### src/rtl/rbt_pkg.sv
`timescale 1ns / 1ps
`default_nettype none
// ----------------------------------------------------------------------------
// rbt_pkg: shared constants and types for the tagged reorder buffer
// Sizes, status codes, arithmetic unit operations and the RAM request bundle.
// ----------------------------------------------------------------------------
package rbt_pkg;

  localparam int DEPTH  = 16;
  localparam int SLOT_W = $clog2(DEPTH);
  localparam int TAG_W  = SLOT_W + 1;
  localparam int CNT_W  = TAG_W;
  localparam int ID_W   = 32;
  localparam int VAL_W  = 32;
  localparam int CMD_W  = 2;
  localparam int STS_W  = 3;

  // Commands
  localparam logic [CMD_W-1:0] CMD_ALLOC  = 2'd0;
  localparam logic [CMD_W-1:0] CMD_WB     = 2'd1;
  localparam logic [CMD_W-1:0] CMD_FLUSH  = 2'd2;
  localparam logic [CMD_W-1:0] CMD_RETIRE = 2'd3;

  // Status codes
  localparam logic [STS_W-1:0] STS_OK        = 3'd0;
  localparam logic [STS_W-1:0] STS_FULL      = 3'd1;
  localparam logic [STS_W-1:0] STS_NOT_READY = 3'd2;
  localparam logic [STS_W-1:0] STS_STALE     = 3'd3;
  localparam logic [STS_W-1:0] STS_BAD_FLUSH = 3'd4;

  // Shared arithmetic unit operations
  typedef logic [1:0] au_op_t;
  localparam au_op_t AU_PASS = 2'd0;
  localparam au_op_t AU_INC  = 2'd1;
  localparam au_op_t AU_DEC  = 2'd2;
  localparam au_op_t AU_SUB  = 2'd3;

  typedef struct packed {
    logic              val_we;
    logic [SLOT_W-1:0] val_waddr;
    logic [VAL_W-1:0]  val_wdata;
    logic              instr_we;
    logic [SLOT_W-1:0] instr_waddr;
    logic [ID_W-1:0]   instr_wdata;
    logic [SLOT_W-1:0] raddr;
  } ram_req_t;

  typedef struct packed {
    logic [VAL_W-1:0] val_rdata;
    logic [ID_W-1:0]  instr_rdata;
  } ram_rsp_t;

endpackage
`default_nettype wire

### src/rtl/reorder_buffer_tagged.sv
`timescale 1ns / 1ps
`default_nettype none
// ----------------------------------------------------------------------------
// reorder_buffer_tagged: circular reorder buffer with phase-bit tags
// Allocate, writeback, flush-younger and retire commands on a DEPTH-entry
// buffer; one result beat per command beat.
// ----------------------------------------------------------------------------
//  Channel   Direction  Handshake           Payload
//  in_*      input      in_valid/in_stall   command, instr_id, rob_tag, wb_value
//  out_*     output     out_valid/out_stall status, alloc_tag, retired_value,
//                                           retired_instr, next_head, occupancy
//
// One command beat at a time. Allocate and writeback pass decode and done; retire
// adds a state for the registered RAM read; flush ends after decode when empty,
// after check if none is dropped or the tag exceeds occupancy, else after the walk.
// rst_n is synchronous; it empties the buffer and clears the head and tail pointers.
// A result waiting under out_stall sits in the output register; one more beat
// is taken meanwhile and its result then waits for the register to drain.
// ----------------------------------------------------------------------------
module reorder_buffer_tagged (
  input  wire logic                         clk,
  input  wire logic                         rst_n,

  input  wire logic                         in_valid,
  output      logic                         in_stall,
  input  wire logic [rbt_pkg::CMD_W-1:0]    in_command,
  input  wire logic [rbt_pkg::ID_W-1:0]     in_instr_id,
  input  wire logic [rbt_pkg::TAG_W-1:0]    in_rob_tag,
  input  wire logic [rbt_pkg::VAL_W-1:0]    in_wb_value,

  output      logic                         out_valid,
  input  wire logic                         out_stall,
  output      logic [rbt_pkg::STS_W-1:0]    out_status,
  output      logic [rbt_pkg::TAG_W-1:0]    out_alloc_tag,
  output      logic [rbt_pkg::VAL_W-1:0]    out_retired_value,
  output      logic [rbt_pkg::ID_W-1:0]     out_retired_instr,
  output      logic [rbt_pkg::SLOT_W-1:0]   out_next_head,
  output      logic [rbt_pkg::CNT_W-1:0]    out_occupancy
);
  import rbt_pkg::*;

  ram_req_t ram_req;
  ram_rsp_t ram_rsp;

  rbt_seq u_seq (
    .clk               (clk),
    .rst_n             (rst_n),
    .in_valid          (in_valid),
    .in_stall          (in_stall),
    .in_command        (in_command),
    .in_instr_id       (in_instr_id),
    .in_rob_tag        (in_rob_tag),
    .in_wb_value       (in_wb_value),
    .out_valid         (out_valid),
    .out_stall         (out_stall),
    .out_status        (out_status),
    .out_alloc_tag     (out_alloc_tag),
    .out_retired_value (out_retired_value),
    .out_retired_instr (out_retired_instr),
    .out_next_head     (out_next_head),
    .out_occupancy     (out_occupancy),
    .ram_req           (ram_req),
    .ram_rsp           (ram_rsp)
  );

  // Result values, written on writeback.
  rbt_ram #(
    .WIDTH (VAL_W),
    .DEPTH (DEPTH)
  ) u_val_ram (
    .clk   (clk),
    .we    (ram_req.val_we),
    .waddr (ram_req.val_waddr),
    .wdata (ram_req.val_wdata),
    .raddr (ram_req.raddr),
    .rdata (ram_rsp.val_rdata)
  );

  // Instruction ids, written on allocate.
  rbt_ram #(
    .WIDTH (ID_W),
    .DEPTH (DEPTH)
  ) u_instr_ram (
    .clk   (clk),
    .we    (ram_req.instr_we),
    .waddr (ram_req.instr_waddr),
    .wdata (ram_req.instr_wdata),
    .raddr (ram_req.raddr),
    .rdata (ram_rsp.instr_rdata)
  );

endmodule
`default_nettype wire

### src/rtl/rbt_ram.sv
`timescale 1ns / 1ps
`default_nettype none
// ----------------------------------------------------------------------------
// rbt_ram: generic single-write, single-read RAM
// One write port and one read port with registered read data.
// ----------------------------------------------------------------------------
module rbt_ram #(
  parameter int WIDTH = 32,
  parameter int DEPTH = 16
) (
  input  wire logic                     clk,
  input  wire logic                     we,
  input  wire logic [$clog2(DEPTH)-1:0] waddr,
  input  wire logic [WIDTH-1:0]         wdata,
  input  wire logic [$clog2(DEPTH)-1:0] raddr,
  output      logic [WIDTH-1:0]         rdata
);

  logic [WIDTH-1:0] mem [DEPTH];

  always_ff @(posedge clk) begin
    if (we) begin
      mem[waddr] <= wdata;
    end
    rdata <= mem[raddr];
  end

endmodule
`default_nettype wire

### src/rtl/rbt_au.sv
`timescale 1ns / 1ps
`default_nettype none
// ----------------------------------------------------------------------------
// rbt_au: shared tag and count arithmetic unit
// Increment, decrement and subtract on tag-wide values, modulo 2*DEPTH.
// ----------------------------------------------------------------------------
module rbt_au (
  input  wire rbt_pkg::au_op_t            op,
  input  wire logic [rbt_pkg::TAG_W-1:0]  a,
  input  wire logic [rbt_pkg::TAG_W-1:0]  b,
  output      logic [rbt_pkg::TAG_W-1:0]  y
);
  import rbt_pkg::*;

  always_comb begin
    unique case (op)
      AU_INC:  y = a + TAG_W'(1);
      AU_DEC:  y = a - TAG_W'(1);
      AU_SUB:  y = a - b;
      default: y = a;
    endcase
  end

endmodule
`default_nettype wire

### src/rtl/rbt_seq.sv
`timescale 1ns / 1ps
`default_nettype none
// ----------------------------------------------------------------------------
// rbt_seq: reorder buffer sequencer
// Holds the entry flags and pointers, steps flush commands through the shared
// arithmetic unit and drives the entry RAMs and the result register.
// ----------------------------------------------------------------------------
module rbt_seq (
  input  wire logic                         clk,
  input  wire logic                         rst_n,

  input  wire logic                         in_valid,
  output      logic                         in_stall,
  input  wire logic [rbt_pkg::CMD_W-1:0]    in_command,
  input  wire logic [rbt_pkg::ID_W-1:0]     in_instr_id,
  input  wire logic [rbt_pkg::TAG_W-1:0]    in_rob_tag,
  input  wire logic [rbt_pkg::VAL_W-1:0]    in_wb_value,

  output      logic                         out_valid,
  input  wire logic                         out_stall,
  output      logic [rbt_pkg::STS_W-1:0]    out_status,
  output      logic [rbt_pkg::TAG_W-1:0]    out_alloc_tag,
  output      logic [rbt_pkg::VAL_W-1:0]    out_retired_value,
  output      logic [rbt_pkg::ID_W-1:0]     out_retired_instr,
  output      logic [rbt_pkg::SLOT_W-1:0]   out_next_head,
  output      logic [rbt_pkg::CNT_W-1:0]    out_occupancy,

  output      rbt_pkg::ram_req_t            ram_req,
  input  wire rbt_pkg::ram_rsp_t            ram_rsp
);
  import rbt_pkg::*;

  localparam logic [2:0] ST_IDLE   = 3'd0;
  localparam logic [2:0] ST_DEC    = 3'd1;
  localparam logic [2:0] ST_RET    = 3'd2;
  localparam logic [2:0] ST_FL_SUB = 3'd3;
  localparam logic [2:0] ST_FL_CHK = 3'd4;
  localparam logic [2:0] ST_WALK   = 3'd5;
  localparam logic [2:0] ST_FL_END = 3'd6;
  localparam logic [2:0] ST_DONE   = 3'd7;

  logic [2:0]        state_r, state_nxt;
  logic [DEPTH-1:0]  valid_r, valid_nxt;
  logic [DEPTH-1:0]  ready_r, ready_nxt;
  logic [SLOT_W-1:0] head_r, head_nxt;
  logic [SLOT_W-1:0] tail_r, tail_nxt;
  logic [CNT_W-1:0]  count_r, count_nxt;
  logic              phase_r, phase_nxt;
  logic              out_valid_r, out_valid_nxt;

  // Latched command beat and working values
  logic [CMD_W-1:0]  cmd_r;
  logic [ID_W-1:0]   id_r;
  logic [TAG_W-1:0]  tag_r;
  logic [VAL_W-1:0]  wv_r;
  logic [TAG_W-1:0]  new_tail_r, new_tail_nxt;
  logic [TAG_W-1:0]  removed_r, removed_nxt;
  logic [TAG_W-1:0]  walk_left_r, walk_left_nxt;
  logic [SLOT_W-1:0] walk_slot_r, walk_slot_nxt;

  // Result under construction
  logic [STS_W-1:0]  res_status_r, res_status_nxt;
  logic [TAG_W-1:0]  res_tag_r, res_tag_nxt;
  logic [VAL_W-1:0]  res_val_r, res_val_nxt;
  logic [ID_W-1:0]   res_id_r, res_id_nxt;

  logic [STS_W-1:0]  out_status_r;
  logic [TAG_W-1:0]  out_alloc_tag_r;
  logic [VAL_W-1:0]  out_retired_value_r;
  logic [ID_W-1:0]   out_retired_instr_r;
  logic [SLOT_W-1:0] out_next_head_r;
  logic [CNT_W-1:0]  out_occupancy_r;

  au_op_t            au_op;
  logic [TAG_W-1:0]  au_a, au_b, au_y;
  logic              in_take;
  logic              out_load;
  logic [SLOT_W-1:0] wb_slot;

  rbt_au u_au (
    .op (au_op),
    .a  (au_a),
    .b  (au_b),
    .y  (au_y)
  );

  assign in_stall = (state_r != ST_IDLE);
  assign in_take  = in_valid && (state_r == ST_IDLE);
  assign out_load = (state_r == ST_DONE) && (!out_valid_r || !out_stall);
  assign wb_slot  = tag_r[SLOT_W-1:0];

  always_comb begin
    state_nxt      = state_r;
    valid_nxt      = valid_r;
    ready_nxt      = ready_r;
    head_nxt       = head_r;
    tail_nxt       = tail_r;
    count_nxt      = count_r;
    phase_nxt      = phase_r;
    new_tail_nxt   = new_tail_r;
    removed_nxt    = removed_r;
    walk_left_nxt  = walk_left_r;
    walk_slot_nxt  = walk_slot_r;
    res_status_nxt = res_status_r;
    res_tag_nxt    = res_tag_r;
    res_val_nxt    = res_val_r;
    res_id_nxt     = res_id_r;
    out_valid_nxt  = out_valid_r;
    au_op          = AU_PASS;
    au_a           = '0;
    au_b           = '0;

    ram_req             = '0;
    ram_req.val_waddr   = wb_slot;
    ram_req.val_wdata   = wv_r;
    ram_req.instr_waddr = tail_r;
    ram_req.instr_wdata = id_r;
    ram_req.raddr       = head_r;

    if (out_valid_r && !out_stall) begin
      out_valid_nxt = 1'b0;
    end

    unique case (state_r)
      ST_IDLE: begin
        if (in_take) begin
          res_status_nxt = STS_OK;
          res_tag_nxt    = '0;
          res_val_nxt    = '0;
          res_id_nxt     = '0;
          state_nxt      = ST_DEC;
        end
      end

      ST_DEC: begin
        state_nxt = ST_DONE;
        unique case (cmd_r)
          CMD_ALLOC: begin
            if (count_r == CNT_W'(DEPTH)) begin
              res_status_nxt = STS_FULL;
            end else begin
              ram_req.instr_we = 1'b1;
              valid_nxt[tail_r] = 1'b1;
              ready_nxt[tail_r] = 1'b0;
              res_tag_nxt = {phase_r, tail_r};
              tail_nxt    = tail_r + SLOT_W'(1);
              if (tail_r == SLOT_W'(DEPTH - 1)) begin
                phase_nxt = ~phase_r;
              end
              count_nxt = count_r + CNT_W'(1);
            end
          end
          CMD_WB: begin
            if (!valid_r[wb_slot] || ready_r[wb_slot]) begin
              res_status_nxt = STS_STALE;
            end else begin
              ram_req.val_we     = 1'b1;
              ready_nxt[wb_slot] = 1'b1;
            end
          end
          CMD_FLUSH: begin
            if (count_r != '0) begin
              au_op        = AU_INC;
              au_a         = tag_r;
              new_tail_nxt = au_y;
              state_nxt    = ST_FL_SUB;
            end
          end
          default: begin
            // The head read is issued here; the data arrives in ST_RET.
            if (count_r == '0 || !valid_r[head_r] || !ready_r[head_r]) begin
              res_status_nxt = STS_NOT_READY;
            end else begin
              state_nxt = ST_RET;
            end
          end
        endcase
      end

      ST_RET: begin
        res_val_nxt       = ram_rsp.val_rdata;
        res_id_nxt        = ram_rsp.instr_rdata;
        valid_nxt[head_r] = 1'b0;
        ready_nxt[head_r] = 1'b0;
        head_nxt          = head_r + SLOT_W'(1);
        count_nxt         = count_r - CNT_W'(1);
        state_nxt         = ST_DONE;
      end

      ST_FL_SUB: begin
        au_op       = AU_SUB;
        au_a        = {phase_r, tail_r};
        au_b        = new_tail_r;
        removed_nxt = au_y;
        state_nxt   = ST_FL_CHK;
      end

      ST_FL_CHK: begin
        priority if (removed_r == '0) begin
          state_nxt = ST_DONE;
        end else if (removed_r > count_r) begin
          res_status_nxt = STS_BAD_FLUSH;
          state_nxt      = ST_DONE;
        end else begin
          walk_slot_nxt = new_tail_r[SLOT_W-1:0];
          walk_left_nxt = removed_r;
          state_nxt     = ST_WALK;
        end
      end

      ST_WALK: begin
        // One entry from the new tail upward is dropped each cycle.
        valid_nxt[walk_slot_r] = 1'b0;
        ready_nxt[walk_slot_r] = 1'b0;
        walk_slot_nxt          = walk_slot_r + SLOT_W'(1);
        au_op                  = AU_DEC;
        au_a                   = walk_left_r;
        walk_left_nxt          = au_y;
        if (walk_left_r == TAG_W'(1)) begin
          state_nxt = ST_FL_END;
        end
      end

      ST_FL_END: begin
        au_op     = AU_SUB;
        au_a      = count_r;
        au_b      = removed_r;
        count_nxt = au_y;
        tail_nxt  = new_tail_r[SLOT_W-1:0];
        phase_nxt = new_tail_r[TAG_W-1];
        state_nxt = ST_DONE;
      end

      default: begin
        if (out_load) begin
          out_valid_nxt = 1'b1;
          state_nxt     = ST_IDLE;
        end
      end
    endcase
  end

  always_ff @(posedge clk) begin
    if (!rst_n) begin
      state_r     <= ST_IDLE;
      valid_r     <= '0;
      ready_r     <= '0;
      head_r      <= '0;
      tail_r      <= '0;
      count_r     <= '0;
      phase_r     <= 1'b0;
      out_valid_r <= 1'b0;
    end else begin
      state_r     <= state_nxt;
      valid_r     <= valid_nxt;
      ready_r     <= ready_nxt;
      head_r      <= head_nxt;
      tail_r      <= tail_nxt;
      count_r     <= count_nxt;
      phase_r     <= phase_nxt;
      out_valid_r <= out_valid_nxt;
    end
  end

  always_ff @(posedge clk) begin
    if (in_take) begin
      cmd_r <= in_command;
      id_r  <= in_instr_id;
      tag_r <= in_rob_tag;
      wv_r  <= in_wb_value;
    end
    new_tail_r   <= new_tail_nxt;
    removed_r    <= removed_nxt;
    walk_left_r  <= walk_left_nxt;
    walk_slot_r  <= walk_slot_nxt;
    res_status_r <= res_status_nxt;
    res_tag_r    <= res_tag_nxt;
    res_val_r    <= res_val_nxt;
    res_id_r     <= res_id_nxt;
    if (out_load) begin
      out_status_r        <= res_status_r;
      out_alloc_tag_r     <= res_tag_r;
      out_retired_value_r <= res_val_r;
      out_retired_instr_r <= res_id_r;
      out_next_head_r     <= head_r;
      out_occupancy_r     <= count_r;
    end
  end

  assign out_valid         = out_valid_r;
  assign out_status        = out_status_r;
  assign out_alloc_tag     = out_alloc_tag_r;
  assign out_retired_value = out_retired_value_r;
  assign out_retired_instr = out_retired_instr_r;
  assign out_next_head     = out_next_head_r;
  assign out_occupancy     = out_occupancy_r;

endmodule
`default_nettype wire
### config.mk
export PLATFORM = sky130hd
export DESIGN_NAME = reorder_buffer_tagged
export DESIGN_NICKNAME = d
export VERILOG_FILES = /design/src/rtl/rbt_pkg.sv /design/src/rtl/reorder_buffer_tagged.sv /design/src/rtl/rbt_ram.sv /design/src/rtl/rbt_au.sv /design/src/rtl/rbt_seq.sv
export SDC_FILE = /design/constraint.sdc
export NUM_CORES = 1
export LEC_CHECK = 0
export BUFFER_PORTS_ARGS = -buffer_cell sky130_fd_sc_hd__buf_2
export CAP_MARGIN = 20
export CORE_UTILIZATION = 40
export DETAILED_ROUTE_END_ITERATION = 6
export GPL_TIMING_DRIVEN = 1
export PLACE_DENSITY = 0.64
export SLEW_MARGIN = 10
export SYNTH_ARGS = -nofsm -noshare
export SYNTH_HDL_FRONTEND = slang
export SYNTH_SLANG_ARGS = --single-unit
### constraint.sdc
create_clock -name clk -period 5.8 [get_ports clk]
set_clock_uncertainty 0.15 [all_clocks]
set_input_delay 0.58 -clock clk [delete_from_list [all_inputs] [get_ports clk]]
set_output_delay 0.58 -clock clk [all_outputs]
set_load 0.005 [all_outputs]
==> results.rst <==
.. list-table::
   :header-rows: 1

   * - Metric
     - Value
   * - TritonCTS clock tree
     - done
   * - FF-to-FF Start
     - u_seq.state_r[2]
   * - Die outline height
     - 362 um
   * - Setup crit end kind
     - flip-flop
   * - Outcome
     - completed
   * - Total GRT Usage
     - between 10% and 20%
   * - Share of final-layout standard cells stronger than drive strength 1
     - about 28%
   * - Clock latency reported for the late side of the worst-skew pair
     - 0.76 ns
   * - Critical path's slowest cell
     - sky130_fd_sc_hd__dfxtp_1
   * - Area fraction in compound gates after synthesis
     - 1.99%
   * - Final wirelength
     - around 120000 um
   * - Start point of the worst hold path
     - rst_n
   * - Ratio of total power to cell area
     - roughly 420 nW/um^2
   * - Number of distinct library cell variants in the gate-level netlist after synthesis
     - between 70 and 80
   * - Number of flops mapped to enable cells by yosys
     - 1267
   * - Reg2Reg Depth
     - 12
   * - Final setup violation count
     - 0
   * - Port Buf Inserts
     - between 150 and 200
   * - Number of clock buffers inserted by TritonCTS
     - 144
   * - Global routing met1 resource utilization
     - 23.4%
   * - Setup ws final
     - between 1.5 and 2 ns
   * - Worst hold path type
     - primary input to flip-flop
   * - Worst Max-Slew Pin Slew
     - approximately 1.1 ns
   * - Area delta synth->final
     - 16.3%
   * - Post-Place Cell Area
     - around 55000 sq um
   * - Required time of the worst setup path
     - 6.14 ns
   * - Top-area cell type share of the netlist area
     - 73.5%
   * - Maximum number of pins on one net before global-route repair
     - 89
   * - Most common cell in the synthesized netlist
     - sky130_fd_sc_hd__edfxtp_1
   * - Tcrit/Tclk final
     - between 70 and 80%
   * - Worst-path fanout max
     - 26
   * - Lkg Pwr
     - ~19 nW
   * - Met2 GRT Util
     - a little under a third
   * - Critical setup path kind
     - flip-flop to flip-flop
   * - Filler instances
     - around 11k
   * - Critical Path AT
     - 4.59 ns
   * - Number of endpoints with negative hold slack in the final report
     - 0
   * - Total number of vias
     - about 25k
   * - Final core utilization
     - a little under half
   * - Cell Chain, Critical Path
     - nand2b_4 -> or2_1 -> nor3_4 -> a222oi_1 -> ha_1 -> fa_1 -> nor2b_1 -> o21ai_0 -> a21o_1 -> a21oi_2 -> xnor2_2 -> mux2_2
   * - Count of boundary I/O pins
     - between 150 and 200
   * - Max rail drop VDD
     - between 0.3 and 0.4 mV
   * - Fraction of synthesized area in multiplexers
     - between 10% and 20%
   * - Unrepaired setup endpoints after global routing
     - false
   * - Slew Limit Fails
     - 0
   * - Count of buffering cells on the critical path with inverters included
     - 0
   * - Mapped Avg Cell Area
     - between 20 and 25 sq um
   * - Number of vias per cell after detailed routing
     - roughly 5.4
   * - Hold Path Depth
     - 2
   * - Clock tree root buffer cell
     - sky130_fd_sc_hd__clkbuf_16
   * - Antenna-violating nets left
     - 0
   * - Inserted Diodes
     - 0
   * - DP HPWL
     - about 64000 um
   * - Xor and xnor fraction of the mapped netlist area
     - less than 1%
   * - Length of the first detailed-routing pass in iterations
     - 6
   * - Final worst path period need
     - around 4.2 ns
   * - Pre-CTS setup slack
     - about 1.6 ns
   * - Wire length of the first global-routing pass
     - roughly 170000 um
   * - Gr busiest metal
     - met2
   * - Met3 capacity usage during global routing
     - roughly 3.1%
   * - Number of H-tree levels
     - 4
   * - Horizontal die dimension
     - roughly 360 um
   * - Final non-filler cell area
     - around 60000 sq um
   * - Remaining design rule violation count
     - 0
   * - Starting utilization of the core area
     - about two fifths
   * - Clock tree buffer depth
     - 3
   * - Clock-pin slew on the worst setup and hold paths
     - 0.06 ns
   * - Cell count after synthesis
     - roughly 2.4k
   * - Crit start category
     - flip-flop
   * - Iter 0 DRT Violations
     - between 2k and 2.5k
   * - Synth Net Count
     - roughly 2.5k
   * - Routability Congestion
     - 0.867
   * - Share of flip-flops with an asynchronous set or reset after synthesis
     - 0%
   * - Final #Nets
     - between 2k and 3k
   * - Cell taking the most area after synthesis
     - sky130_fd_sc_hd__edfxtp_1
   * - Final Total Pwr
     - 25.1 mW
   * - Combinational family with the most area after synthesis
     - multiplexers
   * - Total negative slack
     - 0 ns
   * - Max capacitance violation total
     - 0
   * - Vias in the first global route
     - about 26k
   * - Wire length per cell after detailed routing
     - between 20 and 30 um
   * - Simple-Gate Fraction of Synth Area
     - under 10%
   * - Initial antenna violation count
     - 4
   * - Capture point of the worst reg-to-reg path
     - u_seq.walk_left_r[4]
   * - Commonest register cell after synthesis
     - sky130_fd_sc_hd__edfxtp_1
   * - Core Footprint
     - 128000 sq um
   * - Worst slew margin relative to its limit
     - between 20% and 30%
   * - CP peak stage delay
     - 0.63 ns
   * - Number of clock sinks seen by CTS
     - 1381
   * - Flops & latches, synth
     - between 1k and 1.5k
   * - Count of yosys warnings during synthesis
     - 0
   * - Overall die area
     - ~130000 sq um
   * - Maximum frequency from static timing analysis
     - ~240 MHz
   * - Top cell types by occurrence after synthesis
     - sky130_fd_sc_hd__edfxtp_1, sky130_fd_sc_hd__mux4_2, sky130_fd_sc_hd__dfxtp_1, sky130_fd_sc_hd__and3_1, sky130_fd_sc_hd__nand2_1
   * - Family with the most delay on the worst path
     - simple AND/OR/NAND/NOR gates
   * - GR Overflow Total
     - 0
   * - Mapped cell area
     - 51800 sq um
   * - Number of core rows
     - ~130
   * - WHS Endpoint
     - u_seq.state_r[2]
   * - Flop2flop setup slack
     - 1.55 ns
   * - Sequential share of the synthesized area
     - between 70 and 80%
   * - Synth area leaders
     - sky130_fd_sc_hd__edfxtp_1, sky130_fd_sc_hd__mux4_2, sky130_fd_sc_hd__dfxtp_1
   * - Adder and majority gate portion of the synthesized area
     - 0.657%
-- layout by cell type (no fill, tap or decap), types with 8 or more instances in the layout --
cell type | Yosys | layout
sky130_fd_sc_hd__nand2_1 | 55 | 55
sky130_fd_sc_hd__inv_2 | 2 | 13
sky130_fd_sc_hd__clkbuf_1 | 45 | 38
sky130_fd_sc_hd__o21ai_0 | 28 | 27
sky130_fd_sc_hd__buf_4 | 8 | 41
sky130_fd_sc_hd__a31oi_1 | 12 | 12
sky130_fd_sc_hd__clkbuf_8 | 0 | 16
sky130_fd_sc_hd__and4_1 | 9 | 9
sky130_fd_sc_hd__nand4_1 | 9 | 9
sky130_fd_sc_hd__clkinv_1 | 0 | 18
sky130_fd_sc_hd__inv_1 | 43 | 30
sky130_fd_sc_hd__a32oi_1 | 11 | 11
sky130_fd_sc_hd__nor4_2 | 0 | 16
sky130_fd_sc_hd__nor2_1 | 46 | 42
sky130_fd_sc_hd__a41o_1 | 9 | 9
sky130_fd_sc_hd__bufinv_16 | 0 | 13
sky130_fd_sc_hd__ha_1 | 24 | 24
sky130_fd_sc_hd__a21oi_1 | 31 | 31
sky130_fd_sc_hd__clkbuf_16 | 0 | 148
sky130_fd_sc_hd__inv_6 | 0 | 9
sky130_fd_sc_hd__mux2i_1 | 13 | 13
sky130_fd_sc_hd__edfxtp_1 | 1267 | 1267
sky130_fd_sc_hd__dlygate4sd3_1 | 0 | 72
sky130_fd_sc_hd__nor3b_1 | 8 | 8
sky130_fd_sc_hd__nand3_1 | 19 | 19
sky130_fd_sc_hd__nor2b_1 | 16 | 16
sky130_fd_sc_hd__mux4_2 | 321 | 321
sky130_fd_sc_hd__dfxtp_1 | 114 | 110
sky130_fd_sc_hd__and3_1 | 75 | 72
sky130_fd_sc_hd__buf_2 | 50 | 157
sky130_fd_sc_hd__nand2b_1 | 10 | 10
sky130_fd_sc_hd__clkinv_2 | 0 | 17
sky130_fd_sc_hd__and2_1 | 8 | 8
-- repair_timing --
item | CTS | global route
gates resized for setup | 0 | 0
hold buffers | 72 | 0
hold endpoints to repair | 72 | 0
buffers inserted | 0 | 0
-- routing by layer --
metal	up-vias	routed length, um
met5	-	0
met4	0	2140
met3	166	6370
met2	841	59500
li1	10500	-
met1	13100	48000
-- sequential cells by signal, indices dropped and copies added (netlist names), 16 cells and up --
signal,count
u_seq.wv_r,32
u_instr_ram.mem,512
u_val_ram.rdata,32
u_seq.id_r,32
u_seq.ready_r,16
u_instr_ram.rdata,32
u_seq.res_id_r,32
u_val_ram.mem,512
u_seq.out_retired_value,32
u_seq.valid_r,16
u_seq.res_val_r,32
u_seq.out_retired_instr,32
-- layout make-up --
cell class                      instances  area [sq um]  share of cell area, %
Clock buffer                          202          4070                   6.75
Clock inverter                         64           731                   1.21
Inverter                               45           176                  0.293
Multi-Input combinational cell        829         10800                   17.9
Sequential cell                      1381         40300                   67.0
Tap cell                             1729          2160                   3.59
Timing Repair Buffer                  277          1960                   3.26
-- through the flow --
stage | hold slack (ns) | instances
after floorplan | 0.250 | 2379
after global placement | 0.253 | 4188
after detailed placement | 0.255 | 4188
after CTS | 0.200 | 4526
after global routing | 0.244 | 4527
final | 0.260 | 4527
-- kinds of logic (layout without fill, tap and decap cells) --
| logic type | Yosys count | after routing |
|---|---|---|
| and+or+nand+nor | 305 | 305 |
| buffers and inverters | 169 | 588 |
| muxes | 338 | 338 |
| xor gates and xnor gates | 12 | 12 |
| DFF | 1381 | 1381 |
| adders and majority gates | 26 | 26 |
| AOI/OAI and AO/OA | 148 | 148 |
-- worst max-delay path by stage --
stage | startpoint | endpoint | cells past startpoint
after global routing | u_seq.state_r[0] | u_seq.walk_left_r[4] | 12
after global placement | u_seq.state_r[0] | u_seq.walk_left_r[4] | 12
final | u_seq.state_r[2] | u_seq.walk_left_r[4] | 12
after CTS | u_seq.state_r[0] | u_seq.walk_left_r[4] | 12
after floorplan | u_seq.tag_r[0] | u_val_ram.mem[13][0] | 8
after detailed placement | u_seq.state_r[0] | u_seq.walk_left_r[4] | 12
-- report_power, final --
group | internal [mW] | switching [mW] | leakage [nW]
Combinational | 1.28 | 1.69 | 4.67
Sequential | 12.1 | 0.799 | 12.4
Clock | 5.50 | 3.75 | 2.35
(Power assumes the default switching activity.)
